===== src/hw/rtl/multi_queue_byte_ring_buffer_assert.svh =====
// Assertion macros for the ring buffer RTL, included by mqrb_dp.
// No dependencies; include inside a module body after its signals.
`ifndef MULTI_QUEUE_BYTE_RING_BUFFER_ASSERT_SVH
`define MULTI_QUEUE_BYTE_RING_BUFFER_ASSERT_SVH

// Same-cycle implication, disabled while reset is asserted.
`define MQRB_ASSERT_IMP(label, clk, rst_n, ante, cons) \
    label: assert property (@(posedge clk) disable iff (!rst_n) (ante) |-> (cons)) \
        else $error("mqrb: assertion failed");

// Next-cycle implication, disabled while reset is asserted.
`define MQRB_ASSERT_NXT(label, clk, rst_n, ante, cons) \
    label: assert property (@(posedge clk) disable iff (!rst_n) (ante) |=> (cons)) \
        else $error("mqrb: assertion failed");

`endif


===== src/hw/rtl/mqrb_pkg.sv =====
// Shared types and constants for the multi-queue byte ring buffer.
// No dependencies.
package mqrb_pkg;

    localparam int CMD_W       = 2;
    localparam int QID_W       = 2;
    localparam int LEN_W       = 4;
    localparam int DATA_W      = 64;
    localparam int SIZE_W      = 7;
    localparam int NUM_SIZE_REGS = 4;
    localparam int CFG_IDX_W   = 2;
    localparam int IN_TDATA_W  = 72;
    localparam int IN_TUSER_W  = 4;
    localparam int OUT_TDATA_W = 72;

    localparam logic [SIZE_W-1:0] SIZE_RESET = 7'd64;

    localparam logic [CMD_W-1:0] CMD_PUSH  = 2'd0;
    localparam logic [CMD_W-1:0] CMD_POP   = 2'd1;
    localparam logic [CMD_W-1:0] CMD_CLEAR = 2'd2;
    localparam logic [CMD_W-1:0] CMD_QUERY = 2'd3;

    typedef struct packed {
        logic load;
        logic check;
        logic push_step;
        logic pop_step;
        logic out_load;
    } t_ctrl_cmd;

    typedef struct packed {
        logic go_push;
        logic go_pop;
        logic last;
        logic out_busy;
    } t_ctrl_sts;

endpackage


===== src/hw/rtl/mqrb_ctrl.sv =====
// Sequencer for one command: accept, check, byte steps, drain, result.
// Depends on mqrb_pkg.
module mqrb_ctrl (
    input  logic                 i_clk,
    input  logic                 i_rst_n,
    input  logic                 i_s_axis_tvalid,
    output logic                 o_s_axis_tready,
    input  mqrb_pkg::t_ctrl_sts  i_sts,
    output mqrb_pkg::t_ctrl_cmd  o_cmd
);
    import mqrb_pkg::*;

    localparam logic [2:0] S_IDLE  = 3'd0;
    localparam logic [2:0] S_CHECK = 3'd1;
    localparam logic [2:0] S_PUSH  = 3'd2;
    localparam logic [2:0] S_POP   = 3'd3;
    localparam logic [2:0] S_DRAIN = 3'd4;
    localparam logic [2:0] S_FIN   = 3'd5;

    logic [2:0] r_state;
    logic [2:0] n_state;

    always_ff @(posedge i_clk) begin
        if (!i_rst_n) begin
            r_state <= S_IDLE;
        end else begin
            r_state <= n_state;
        end
    end

    always_comb begin
        n_state = r_state;
        o_cmd   = '0;
        o_s_axis_tready = 1'b0;
        unique case (r_state)
            S_IDLE: begin
                o_s_axis_tready = i_rst_n;
                if (i_rst_n && i_s_axis_tvalid) begin
                    o_cmd.load = 1'b1;
                    n_state    = S_CHECK;
                end
            end
            S_CHECK: begin
                o_cmd.check = 1'b1;
                if (i_sts.go_push) begin
                    n_state = S_PUSH;
                end else if (i_sts.go_pop) begin
                    n_state = S_POP;
                end else begin
                    n_state = S_FIN;
                end
            end
            S_PUSH: begin
                o_cmd.push_step = 1'b1;
                if (i_sts.last) begin
                    n_state = S_FIN;
                end
            end
            S_POP: begin
                o_cmd.pop_step = 1'b1;
                if (i_sts.last) begin
                    n_state = S_DRAIN;
                end
            end
            S_DRAIN: begin
                n_state = S_FIN;
            end
            S_FIN: begin
                if (!i_sts.out_busy) begin
                    o_cmd.out_load = 1'b1;
                    n_state        = S_IDLE;
                end
            end
            default: begin
                n_state = S_IDLE;
            end
        endcase
    end

endmodule


===== src/hw/rtl/mqrb_dp.sv =====
// Datapath: size registers, queue positions, byte store and result register.
// Depends on mqrb_pkg and multi_queue_byte_ring_buffer_assert.svh.
module mqrb_dp #(
    parameter int NUM_QUEUES      = 4,
    parameter int QUEUE_DEPTH     = 64,
    parameter int MAX_BLOCK_BYTES = 8
) (
    input  logic                                i_clk,
    input  logic                                i_rst_n,
    input  logic [mqrb_pkg::IN_TDATA_W-1:0]     i_s_axis_tdata,
    input  logic [mqrb_pkg::IN_TUSER_W-1:0]     i_s_axis_tuser,
    output logic                                o_m_axis_tvalid,
    input  logic                                i_m_axis_tready,
    output logic [mqrb_pkg::OUT_TDATA_W-1:0]    o_m_axis_tdata,
    input  logic                                i_cfg_we,
    input  logic [mqrb_pkg::CFG_IDX_W-1:0]      i_cfg_idx,
    input  logic [mqrb_pkg::SIZE_W-1:0]         i_cfg_data,
    input  mqrb_pkg::t_ctrl_cmd                 i_cmd,
    output mqrb_pkg::t_ctrl_sts                 o_sts
);
    import mqrb_pkg::*;

    localparam int PW  = $clog2(QUEUE_DEPTH);
    localparam int SPW = $clog2(QUEUE_DEPTH + 1);
    localparam int CW  = (SPW > SIZE_W) ? SPW : SIZE_W;
    localparam int LW  = (SPW > LEN_W) ? SPW : LEN_W;
    localparam int QW  = (NUM_QUEUES > 1) ? $clog2(NUM_QUEUES) : 1;
    localparam int TOT = NUM_QUEUES * QUEUE_DEPTH;
    localparam int AW  = $clog2(TOT);

    logic [SIZE_W-1:0] r_size [NUM_SIZE_REGS];
    logic [PW-1:0]     r_wr   [NUM_QUEUES];
    logic [PW-1:0]     r_rd   [NUM_QUEUES];
    logic              r_full [NUM_QUEUES];
    logic [7:0]        r_mem  [TOT];

    logic [CMD_W-1:0]  r_cmd;
    logic [QID_W-1:0]  r_q;
    logic [LEN_W-1:0]  r_len;
    logic [DATA_W-1:0] r_data;
    logic              r_ok;
    logic [SPW-1:0]    r_span;
    logic [AW-1:0]     r_base;
    logic [PW-1:0]     r_ptr;
    logic [LEN_W-1:0]  r_cnt;
    logic [DATA_W-1:0] r_pop;
    logic              r_rd_vld;
    logic [2:0]        r_rd_idx;
    logic [7:0]        r_mem_q;
    logic              r_out_vld;
    logic [OUT_TDATA_W-1:0] r_out;

    logic [QW-1:0]     qi;
    logic              qv;
    logic [CW-1:0]     size_raw;
    logic [SPW-1:0]    span_c;
    logic [SPW-1:0]    occ_c;
    logic [SPW-1:0]    free_c;
    logic              len_max_ok;
    logic              ok_c;
    logic [PW-1:0]     n_ptr;
    logic [AW-1:0]     mem_addr;
    logic              cfg_hit;
    logic [QW-1:0]     cfg_qi;

    assign qi = QW'(r_q);
    assign qv = int'(r_q) < NUM_QUEUES;

    always_comb begin
        size_raw = CW'(r_size[r_q]);
        if (size_raw == '0) begin
            span_c = SPW'(1);
        end else if (size_raw > CW'(QUEUE_DEPTH)) begin
            span_c = SPW'(QUEUE_DEPTH);
        end else begin
            span_c = SPW'(size_raw);
        end
        if (r_full[qi]) begin
            occ_c = span_c;
        end else if (r_wr[qi] >= r_rd[qi]) begin
            occ_c = SPW'(r_wr[qi]) - SPW'(r_rd[qi]);
        end else begin
            occ_c = SPW'(r_wr[qi]) + span_c - SPW'(r_rd[qi]);
        end
        free_c     = span_c - occ_c;
        len_max_ok = LW'(r_len) <= LW'(MAX_BLOCK_BYTES);
        case (r_cmd)
            CMD_PUSH: ok_c = qv && len_max_ok && (LW'(r_len) <= LW'(free_c));
            CMD_POP:  ok_c = qv && len_max_ok && (LW'(r_len) <= LW'(occ_c));
            default:  ok_c = qv;
        endcase
    end

    assign n_ptr    = ((SPW'(r_ptr) + SPW'(1)) == r_span) ? '0 : r_ptr + PW'(1);
    assign mem_addr = r_base + AW'(r_ptr);
    assign cfg_hit  = i_cfg_we && (int'(i_cfg_idx) < NUM_QUEUES);
    assign cfg_qi   = QW'(i_cfg_idx);

    assign o_sts.go_push  = ok_c && (r_cmd == CMD_PUSH) && (r_len != '0);
    assign o_sts.go_pop   = ok_c && (r_cmd == CMD_POP) && (r_len != '0);
    assign o_sts.last     = (r_cnt + LEN_W'(1)) == r_len;
    assign o_sts.out_busy = r_out_vld && !i_m_axis_tready;

    always_ff @(posedge i_clk) begin
        if (!i_rst_n) begin
            for (int i = 0; i < NUM_SIZE_REGS; i++) begin
                r_size[i] <= SIZE_RESET;
            end
            for (int i = 0; i < NUM_QUEUES; i++) begin
                r_wr[i]   <= '0;
                r_rd[i]   <= '0;
                r_full[i] <= 1'b0;
            end
            r_out_vld <= 1'b0;
            r_rd_vld  <= 1'b0;
        end else begin
            r_rd_vld <= i_cmd.pop_step;
            if (i_cmd.out_load) begin
                r_out_vld <= 1'b1;
            end else if (i_m_axis_tready) begin
                r_out_vld <= 1'b0;
            end
            if (cfg_hit) begin
                r_size[i_cfg_idx] <= i_cfg_data;
                r_wr[cfg_qi]      <= '0;
                r_rd[cfg_qi]      <= '0;
                r_full[cfg_qi]    <= 1'b0;
            end
            if (i_cmd.check && qv && (r_cmd == CMD_CLEAR)) begin
                r_wr[qi]   <= '0;
                r_rd[qi]   <= '0;
                r_full[qi] <= 1'b0;
            end
            if (i_cmd.push_step && o_sts.last) begin
                r_wr[qi]   <= n_ptr;
                r_full[qi] <= n_ptr == r_rd[qi];
            end
            if (i_cmd.pop_step && o_sts.last) begin
                r_rd[qi]   <= n_ptr;
                r_full[qi] <= 1'b0;
            end
        end
    end

    always_ff @(posedge i_clk) begin
        if (i_cmd.load) begin
            r_len  <= i_s_axis_tdata[LEN_W-1:0];
            r_data <= i_s_axis_tdata[LEN_W +: DATA_W];
            r_cmd  <= i_s_axis_tuser[CMD_W-1:0];
            r_q    <= i_s_axis_tuser[CMD_W +: QID_W];
        end
        if (i_cmd.check) begin
            r_ok   <= ok_c;
            r_span <= span_c;
            r_base <= AW'(qi) * AW'(QUEUE_DEPTH);
            r_ptr  <= (r_cmd == CMD_PUSH) ? r_wr[qi] : r_rd[qi];
            r_cnt  <= '0;
            r_pop  <= '0;
        end
        if (i_cmd.push_step || i_cmd.pop_step) begin
            r_ptr <= n_ptr;
            r_cnt <= r_cnt + LEN_W'(1);
        end
        r_rd_idx <= r_cnt[2:0];
        if (r_rd_vld) begin
            r_pop[8*r_rd_idx +: 8] <= r_mem_q;
        end
        if (i_cmd.out_load) begin
            r_out <= {5'd0,
                      qv && !r_full[qi] && (r_wr[qi] == r_rd[qi]),
                      qv && r_full[qi],
                      r_pop,
                      r_ok};
        end
    end

    always_ff @(posedge i_clk) begin
        if (i_cmd.push_step) begin
            r_mem[mem_addr] <= r_data[8*r_cnt[2:0] +: 8];
        end
        r_mem_q <= r_mem[mem_addr];
    end

    assign o_m_axis_tvalid = r_out_vld;
    assign o_m_axis_tdata  = r_out;

`include "multi_queue_byte_ring_buffer_assert.svh"

    `MQRB_ASSERT_IMP(a_step_ok, i_clk, i_rst_n, i_cmd.push_step || i_cmd.pop_step, r_ok)
    `MQRB_ASSERT_IMP(a_cnt_range, i_clk, i_rst_n, i_cmd.push_step || i_cmd.pop_step, r_cnt < r_len)
    `MQRB_ASSERT_IMP(a_ptr_range, i_clk, i_rst_n, i_cmd.push_step || i_cmd.pop_step, SPW'(r_ptr) < r_span)
    `MQRB_ASSERT_IMP(a_full_pos, i_clk, i_rst_n, qv && r_full[qi], r_wr[qi] == r_rd[qi])
    `MQRB_ASSERT_NXT(a_pop_unfull, i_clk, i_rst_n, i_cmd.pop_step && o_sts.last, !r_full[qi])

endmodule


===== src/hw/rtl/multi_queue_byte_ring_buffer.sv =====
// Multi-queue byte ring buffer: one command at a time, L = bytes the command moves.
// Byte-wide store; the next command is taken only once the current result is loaded for output.
// A new command is taken while the previous result waits on the output.
// Synchronous active-low reset clears positions, full flags and sizes (64); store holds no reset.
// Depends on mqrb_pkg, mqrb_ctrl and mqrb_dp.
module multi_queue_byte_ring_buffer #(
    parameter int NUM_QUEUES      = 4,
    parameter int QUEUE_DEPTH     = 64,
    parameter int MAX_BLOCK_BYTES = 8
) (
    input  logic                              i_clk,
    input  logic                              i_rst_n,
    input  logic                              i_s_axis_tvalid,
    output logic                              o_s_axis_tready,
    // length[3:0], push_data[67:4], zero fill [71:68]
    input  logic [mqrb_pkg::IN_TDATA_W-1:0]   i_s_axis_tdata,
    // command[1:0], queue_id[3:2]
    input  logic [mqrb_pkg::IN_TUSER_W-1:0]   i_s_axis_tuser,
    output logic                              o_m_axis_tvalid,
    input  logic                              i_m_axis_tready,
    // accepted[0], pop_data[64:1], is_full[65], queue_empty[66], zero fill [71:67]
    output logic [mqrb_pkg::OUT_TDATA_W-1:0]  o_m_axis_tdata,
    input  logic                              i_cfg_we,
    input  logic [mqrb_pkg::CFG_IDX_W-1:0]    i_cfg_idx,
    input  logic [mqrb_pkg::SIZE_W-1:0]       i_cfg_data
);
    import mqrb_pkg::*;

    t_ctrl_cmd ctrl_cmd;
    t_ctrl_sts ctrl_sts;

    mqrb_ctrl u_ctrl (
        .i_clk           (i_clk),
        .i_rst_n         (i_rst_n),
        .i_s_axis_tvalid (i_s_axis_tvalid),
        .o_s_axis_tready (o_s_axis_tready),
        .i_sts           (ctrl_sts),
        .o_cmd           (ctrl_cmd)
    );

    mqrb_dp #(
        .NUM_QUEUES      (NUM_QUEUES),
        .QUEUE_DEPTH     (QUEUE_DEPTH),
        .MAX_BLOCK_BYTES (MAX_BLOCK_BYTES)
    ) u_dp (
        .i_clk           (i_clk),
        .i_rst_n         (i_rst_n),
        .i_s_axis_tdata  (i_s_axis_tdata),
        .i_s_axis_tuser  (i_s_axis_tuser),
        .o_m_axis_tvalid (o_m_axis_tvalid),
        .i_m_axis_tready (i_m_axis_tready),
        .o_m_axis_tdata  (o_m_axis_tdata),
        .i_cfg_we        (i_cfg_we),
        .i_cfg_idx       (i_cfg_idx),
        .i_cfg_data      (i_cfg_data),
        .i_cmd           (ctrl_cmd),
        .o_sts           (ctrl_sts)
    );

endmodule

===== config.mk =====
export PLATFORM = sky130hd
export DESIGN_NAME = multi_queue_byte_ring_buffer
export DESIGN_NICKNAME = d
export VERILOG_FILES = /design/src/hw/rtl/mqrb_pkg.sv /design/src/hw/rtl/mqrb_ctrl.sv /design/src/hw/rtl/mqrb_dp.sv /design/src/hw/rtl/multi_queue_byte_ring_buffer.sv
export VERILOG_INCLUDE_DIRS = /design/src /design/src/hw/rtl
export SDC_FILE = /design/constraint.sdc
export NUM_CORES = 2
export LEC_CHECK = 0
export BUFFER_PORTS_ARGS = -buffer_cell sky130_fd_sc_hd__buf_2
export CELL_PAD_IN_SITES_DETAIL_PLACEMENT = 0
export CELL_PAD_IN_SITES_GLOBAL_PLACEMENT = 1
export CORE_ASPECT_RATIO = 0.8
export CORE_MARGIN = 2
export CORE_UTILIZATION = 50
export CTS_CLUSTER_DIAMETER = 150
export DETAILED_ROUTE_END_ITERATION = 7
export MAX_ROUTING_LAYER = met4
export PLACE_DENSITY = 0.82
export SLEW_MARGIN = 20
export SYNTH_ARGS = -nofsm -noshare
export SYNTH_HDL_FRONTEND = slang
export SYNTH_SLANG_ARGS = --single-unit

===== constraint.sdc =====
create_clock -name i_clk -period 5.1 [get_ports i_clk]
set_input_delay 0.51 -clock i_clk [delete_from_list [all_inputs] [get_ports i_clk]]
set_output_delay 0.51 -clock i_clk [all_outputs]
set_load 0.02 [all_outputs]

==> impl_metrics.csv <==
group,metric,value,unit
outcome,status,"finished with violations",
outcome,violations,"setup timing",
global_route,grt_usage,24.13,%
global_route,top_usage_layer,"met2",
layout,multi_input_area,21320,um2
yosys,synth_edf_count,2284,
critical_path,worstPathMaxFanout,5,
routing,via_per_inst,6.273,
yosys,yosys-top-cells-area,"edfxtp_1, mux4_2, dfxtp_1, nor2_1, nand3_1",
yosys,synth_top_family_by_area,"multiplexers",
place,placedInstanceArea,97650,um2
clock_tree,cts_buffer_depth,3,
clock_tree,cts.clk_slew.worst_paths,0.06,ns
clock_tree,cts_root_buffer,"clkbuf_16",
yosys,yosysTopAreaCell,"edfxtp_1",
sta,hold_violations,0,
global_route,use_met1,34.91,%
yosys,synth-simple-area-share,3.469,%
yosys,muxShareOfSynthArea,16.80,%
critical_path,critPathCaptureType,"flop",
layout,area_growth,13.35,%
yosys,synth_seq_cells,2369,
power,ir_drop,418.7,uV
clock_tree,cts_tree,"yes",
clock_tree,cts.sinks,2369,
sta,setup_slack,-0.2203,ns
routing,drc,0,
global_route,antenna_found_initial,6,
global_route,grt_pass1_wl,321.5,mm
yosys,synth-main-ff-cell,"edfxtp_1",
power,leakage,33.33,nW
routing,drt_first_iter_violations,6532,
clock_tree,clock_latency,0.85,ns
sta,worst_pin_slew,1.226,ns
sta,finClkSkew,0.04928,ns
sta,fin_crit,5.320,ns
floorplan,chipWidth,485.4,um
floorplan,dieHeight,389.1,um
min_path,hp-class,"in2reg",
yosys,netlist_area,92690,um2
critical_path,required,5.82,ns
routing,num_vias,46600,
global_route,grt_pass1_vias,45820,
routing,routed_wl,220.9,mm
yosys,yosys.cell_count.top_type,"edfxtp_1",
critical_path,path_class,"reg2reg",
critical_path,worstPathArrival,6.04,ns
yosys,ys_seq_area_share,75.83,%
layout,regArea,70290,um2
yosys,synth_adder_area_share,0.6317,%
sta,grt_setup_unrepaired,"yes",
routing,drt-pass1-iter-count,5,
clock_tree,cts_buffers,207,
place,place.gp.congestion,0.8968,
sta,max_slew_margin,17.98,%
yosys,syn_avg_cell_area,21.12,um2
flow_run,max_cap_viol_count,0,
yosys,yosysWarningCount,0,
yosys,synthXorXnorAreaFrac,0.2700,%
power,cellPowerDensity,472.7,nW/um2
sta,max_freq,188.0,MHz
yosys,synth_compound_area_share,1.504,%
yosys,synth_cell_types,69,
yosys,async_flop_share,0,%
sta,setup_viol,4,
yosys,synth.top_cell.area_share,73.99,%
floorplan,fp-row-count,141,
layout,layout-drive-gt1-share,28.69,%
place,portBuffers,154,
layout,nFillCells,13080,
floorplan,pin_count,164,
yosys,synthCells,4389,
layout,fin_nets,4961,
critical_path,startpoint_type,"flop",
place,hpwl,131.8,mm
power,total_power,49.66,mW
floorplan,fp.coreArea,184400,um2
yosys,synth.top_cells.by_count,"edfxtp_1, mux4_2, nor2_1, clkbuf_1, nand3_1",
routing,post_drt_wl_per_cell,29.74,um
clock_tree,h-tree-depth,4,
floorplan,initial_core_util,50.28,%
sta,slew_violations,0,
floorplan,die_area,188900,um2
routing,final_antenna_net_count,0,
layout,stdcell_area,105100,um2
global_route,grt_util_met2,35.51,%
sta,fin_crit_sh,104.3,%
global_route,grt_max_degree,169,
global_route,overflow,0,
global_route,grt_use_met3,4.836,%
## logic make-up (layout without fill, tap and decap cells)
kind of cell	Yosys count	after routing
xor+xnor	22	22
simple gates	711	711
mux	708	708
other cells	1	7
buf+inv	316	918
compound gates	220	220
fa+ha+maj	42	42
flops	2369	2369
## power breakdown
part / internal, mW / total (mW) / leakage [nW] / switching (mW)
Sequential: 23.5 / 23.7 / 21.3 / 0.204
Clock: 8.35 / 15.3 / 3.18 / 6.91
Combinational: 4.07 / 10.7 / 8.80 / 6.63
## area by class of cell
type                            count  area share, %
Sequential cell                  2369          66.91
Multi-Input combinational cell   1708          20.29
Clock buffer                      251          5.188
Timing Repair Buffer              478          3.479
Tap cell                         2431          2.895
Clock inverter                    124          1.004
Inverter                           65         0.2322
Antenna cell                        2       0.004764
## routing by layer
layer	share of wire, %	wire length (um)	vias to the layer above
met1	40	88520	24610
li1	-	-	19000
met3	10	23100	332
met5	0	0	-
met4	2.4	5378	0
met2	47	103900	2659
## sequential cells by signal (all words and copies together) (netlist names), named ones only
signal and cells:
u_dp.r_base 2, u_dp.r_span 7, u_dp.r_pop 64, u_dp.o_m_axis_tvalid 1, u_dp.r_mem 2048, u_dp.r_len 4, u_dp.r_size 28, u_dp.r_mem_q 8
u_dp.r_ok 1, u_dp.r_data 64, u_dp.r_cmd 2, u_dp.r_wr 24, u_dp.r_ptr 6, u_dp.r_full 4, u_dp.qi 2, u_dp.r_cnt 4
u_dp.r_rd_idx 3, u_dp.r_rd 24, u_dp.o_m_axis_tdata 67, u_dp.r_rd_vld 1, u_ctrl.r_state 3
## path summary, 6_finish.rpt
kind	start	slack [ns]	to	cells after the start
worst max-delay path	flop	-0.22	u_ctrl.r_state[0]	24
worst min-delay path	i_m_axis_tready	0.07	u_dp.o_m_axis_tvalid	3
worst max register to register	flop	-0.22	u_ctrl.r_state[0]	24
worst min register to register	u_dp.r_cnt[1]	0.37	u_dp.r_rd_idx[1]	0
## cell usage in the layout, fill, tap and decap left out, types with 11 or more instances in the layout
master         synthesis  layout
o21ai_0               90      87
xnor2_1               12      12
and2_1                24      24
ha_1                  34      30
bufinv_16              0      15
nand3_1              117     117
a21oi_1               29      26
edfxtp_1            2284    2284
nand2b_1              17      17
clkbuf_16              0     211
buf_4                 16     224
nor2b_1               37      30
nor3_1                15      15
dlygate4sd3_1          0      79
nand2_1               93      76
mux4_2               676     676
inv_1                 63      60
nand4_1               14      14
mux2i_1               13      13
nand2_2                0      16
clkinv_2               0      39
a31oi_1               15      15
dfxtp_1               85      83
buf_2                 57     154
buf_12                 0      20
clkinv_1               1      54
clkbuf_1             121      38
nor2_1               346     344
mux2_2                19      11
## critical path: stages (launching register included)
cell and delay [ns]:
dfxtp_4 0.41, mux4_2 0.51, or4_1 0.53, nor2_1 0.13, o21ai_2 0.08, ha_1 0.28
inv_1 0.06, ha_2 0.18, inv_2 0.04, fa_1 0.45, a211oi_2 0.26, a21oi_2 0.07
buf_4 0.17, fa_1 0.51, inv_2 0.05, ha_4 0.21, nor2b_4 0.12, o21a_1 0.16
o21a_1 0.16, o211ai_1 0.24, nor4b_2 0.08, mux2i_1 0.22, buf_4 0.16, buf_6 0.09
a21oi_2 0.04
## repair_timing
action / in CTS / in global routing
endpoints found under the setup margin: 4 / 4
hold buffers: 79 / 0
gates resized for setup: 11 / 10
buffers inserted: 2 / 0
pin swaps: 7 / 5
endpoints found under the hold margin: 98 / 0
## metrics by stage
stage | util [%] | instances | setup WS, ns | setup TNS (ns) | hold WS (ns)
after global routing | 56.99 | 7427 | -0.4710 | -1.848 | 0.07894
after floorplan | - | 4393 | -0.2018 | -0.2651 | 0.3699
final | 56.99 | 7428 | -0.2203 | -0.8321 | 0.07396
after global placement | 52.96 | 6970 | -0.3824 | -1.260 | 0.3516
after CTS | 56.96 | 7426 | -0.3465 | -1.288 | 0.01655
after detailed placement | 52.97 | 6970 | -0.4296 | -1.369 | 0.3583
Power figures use the tool's default switching activity.
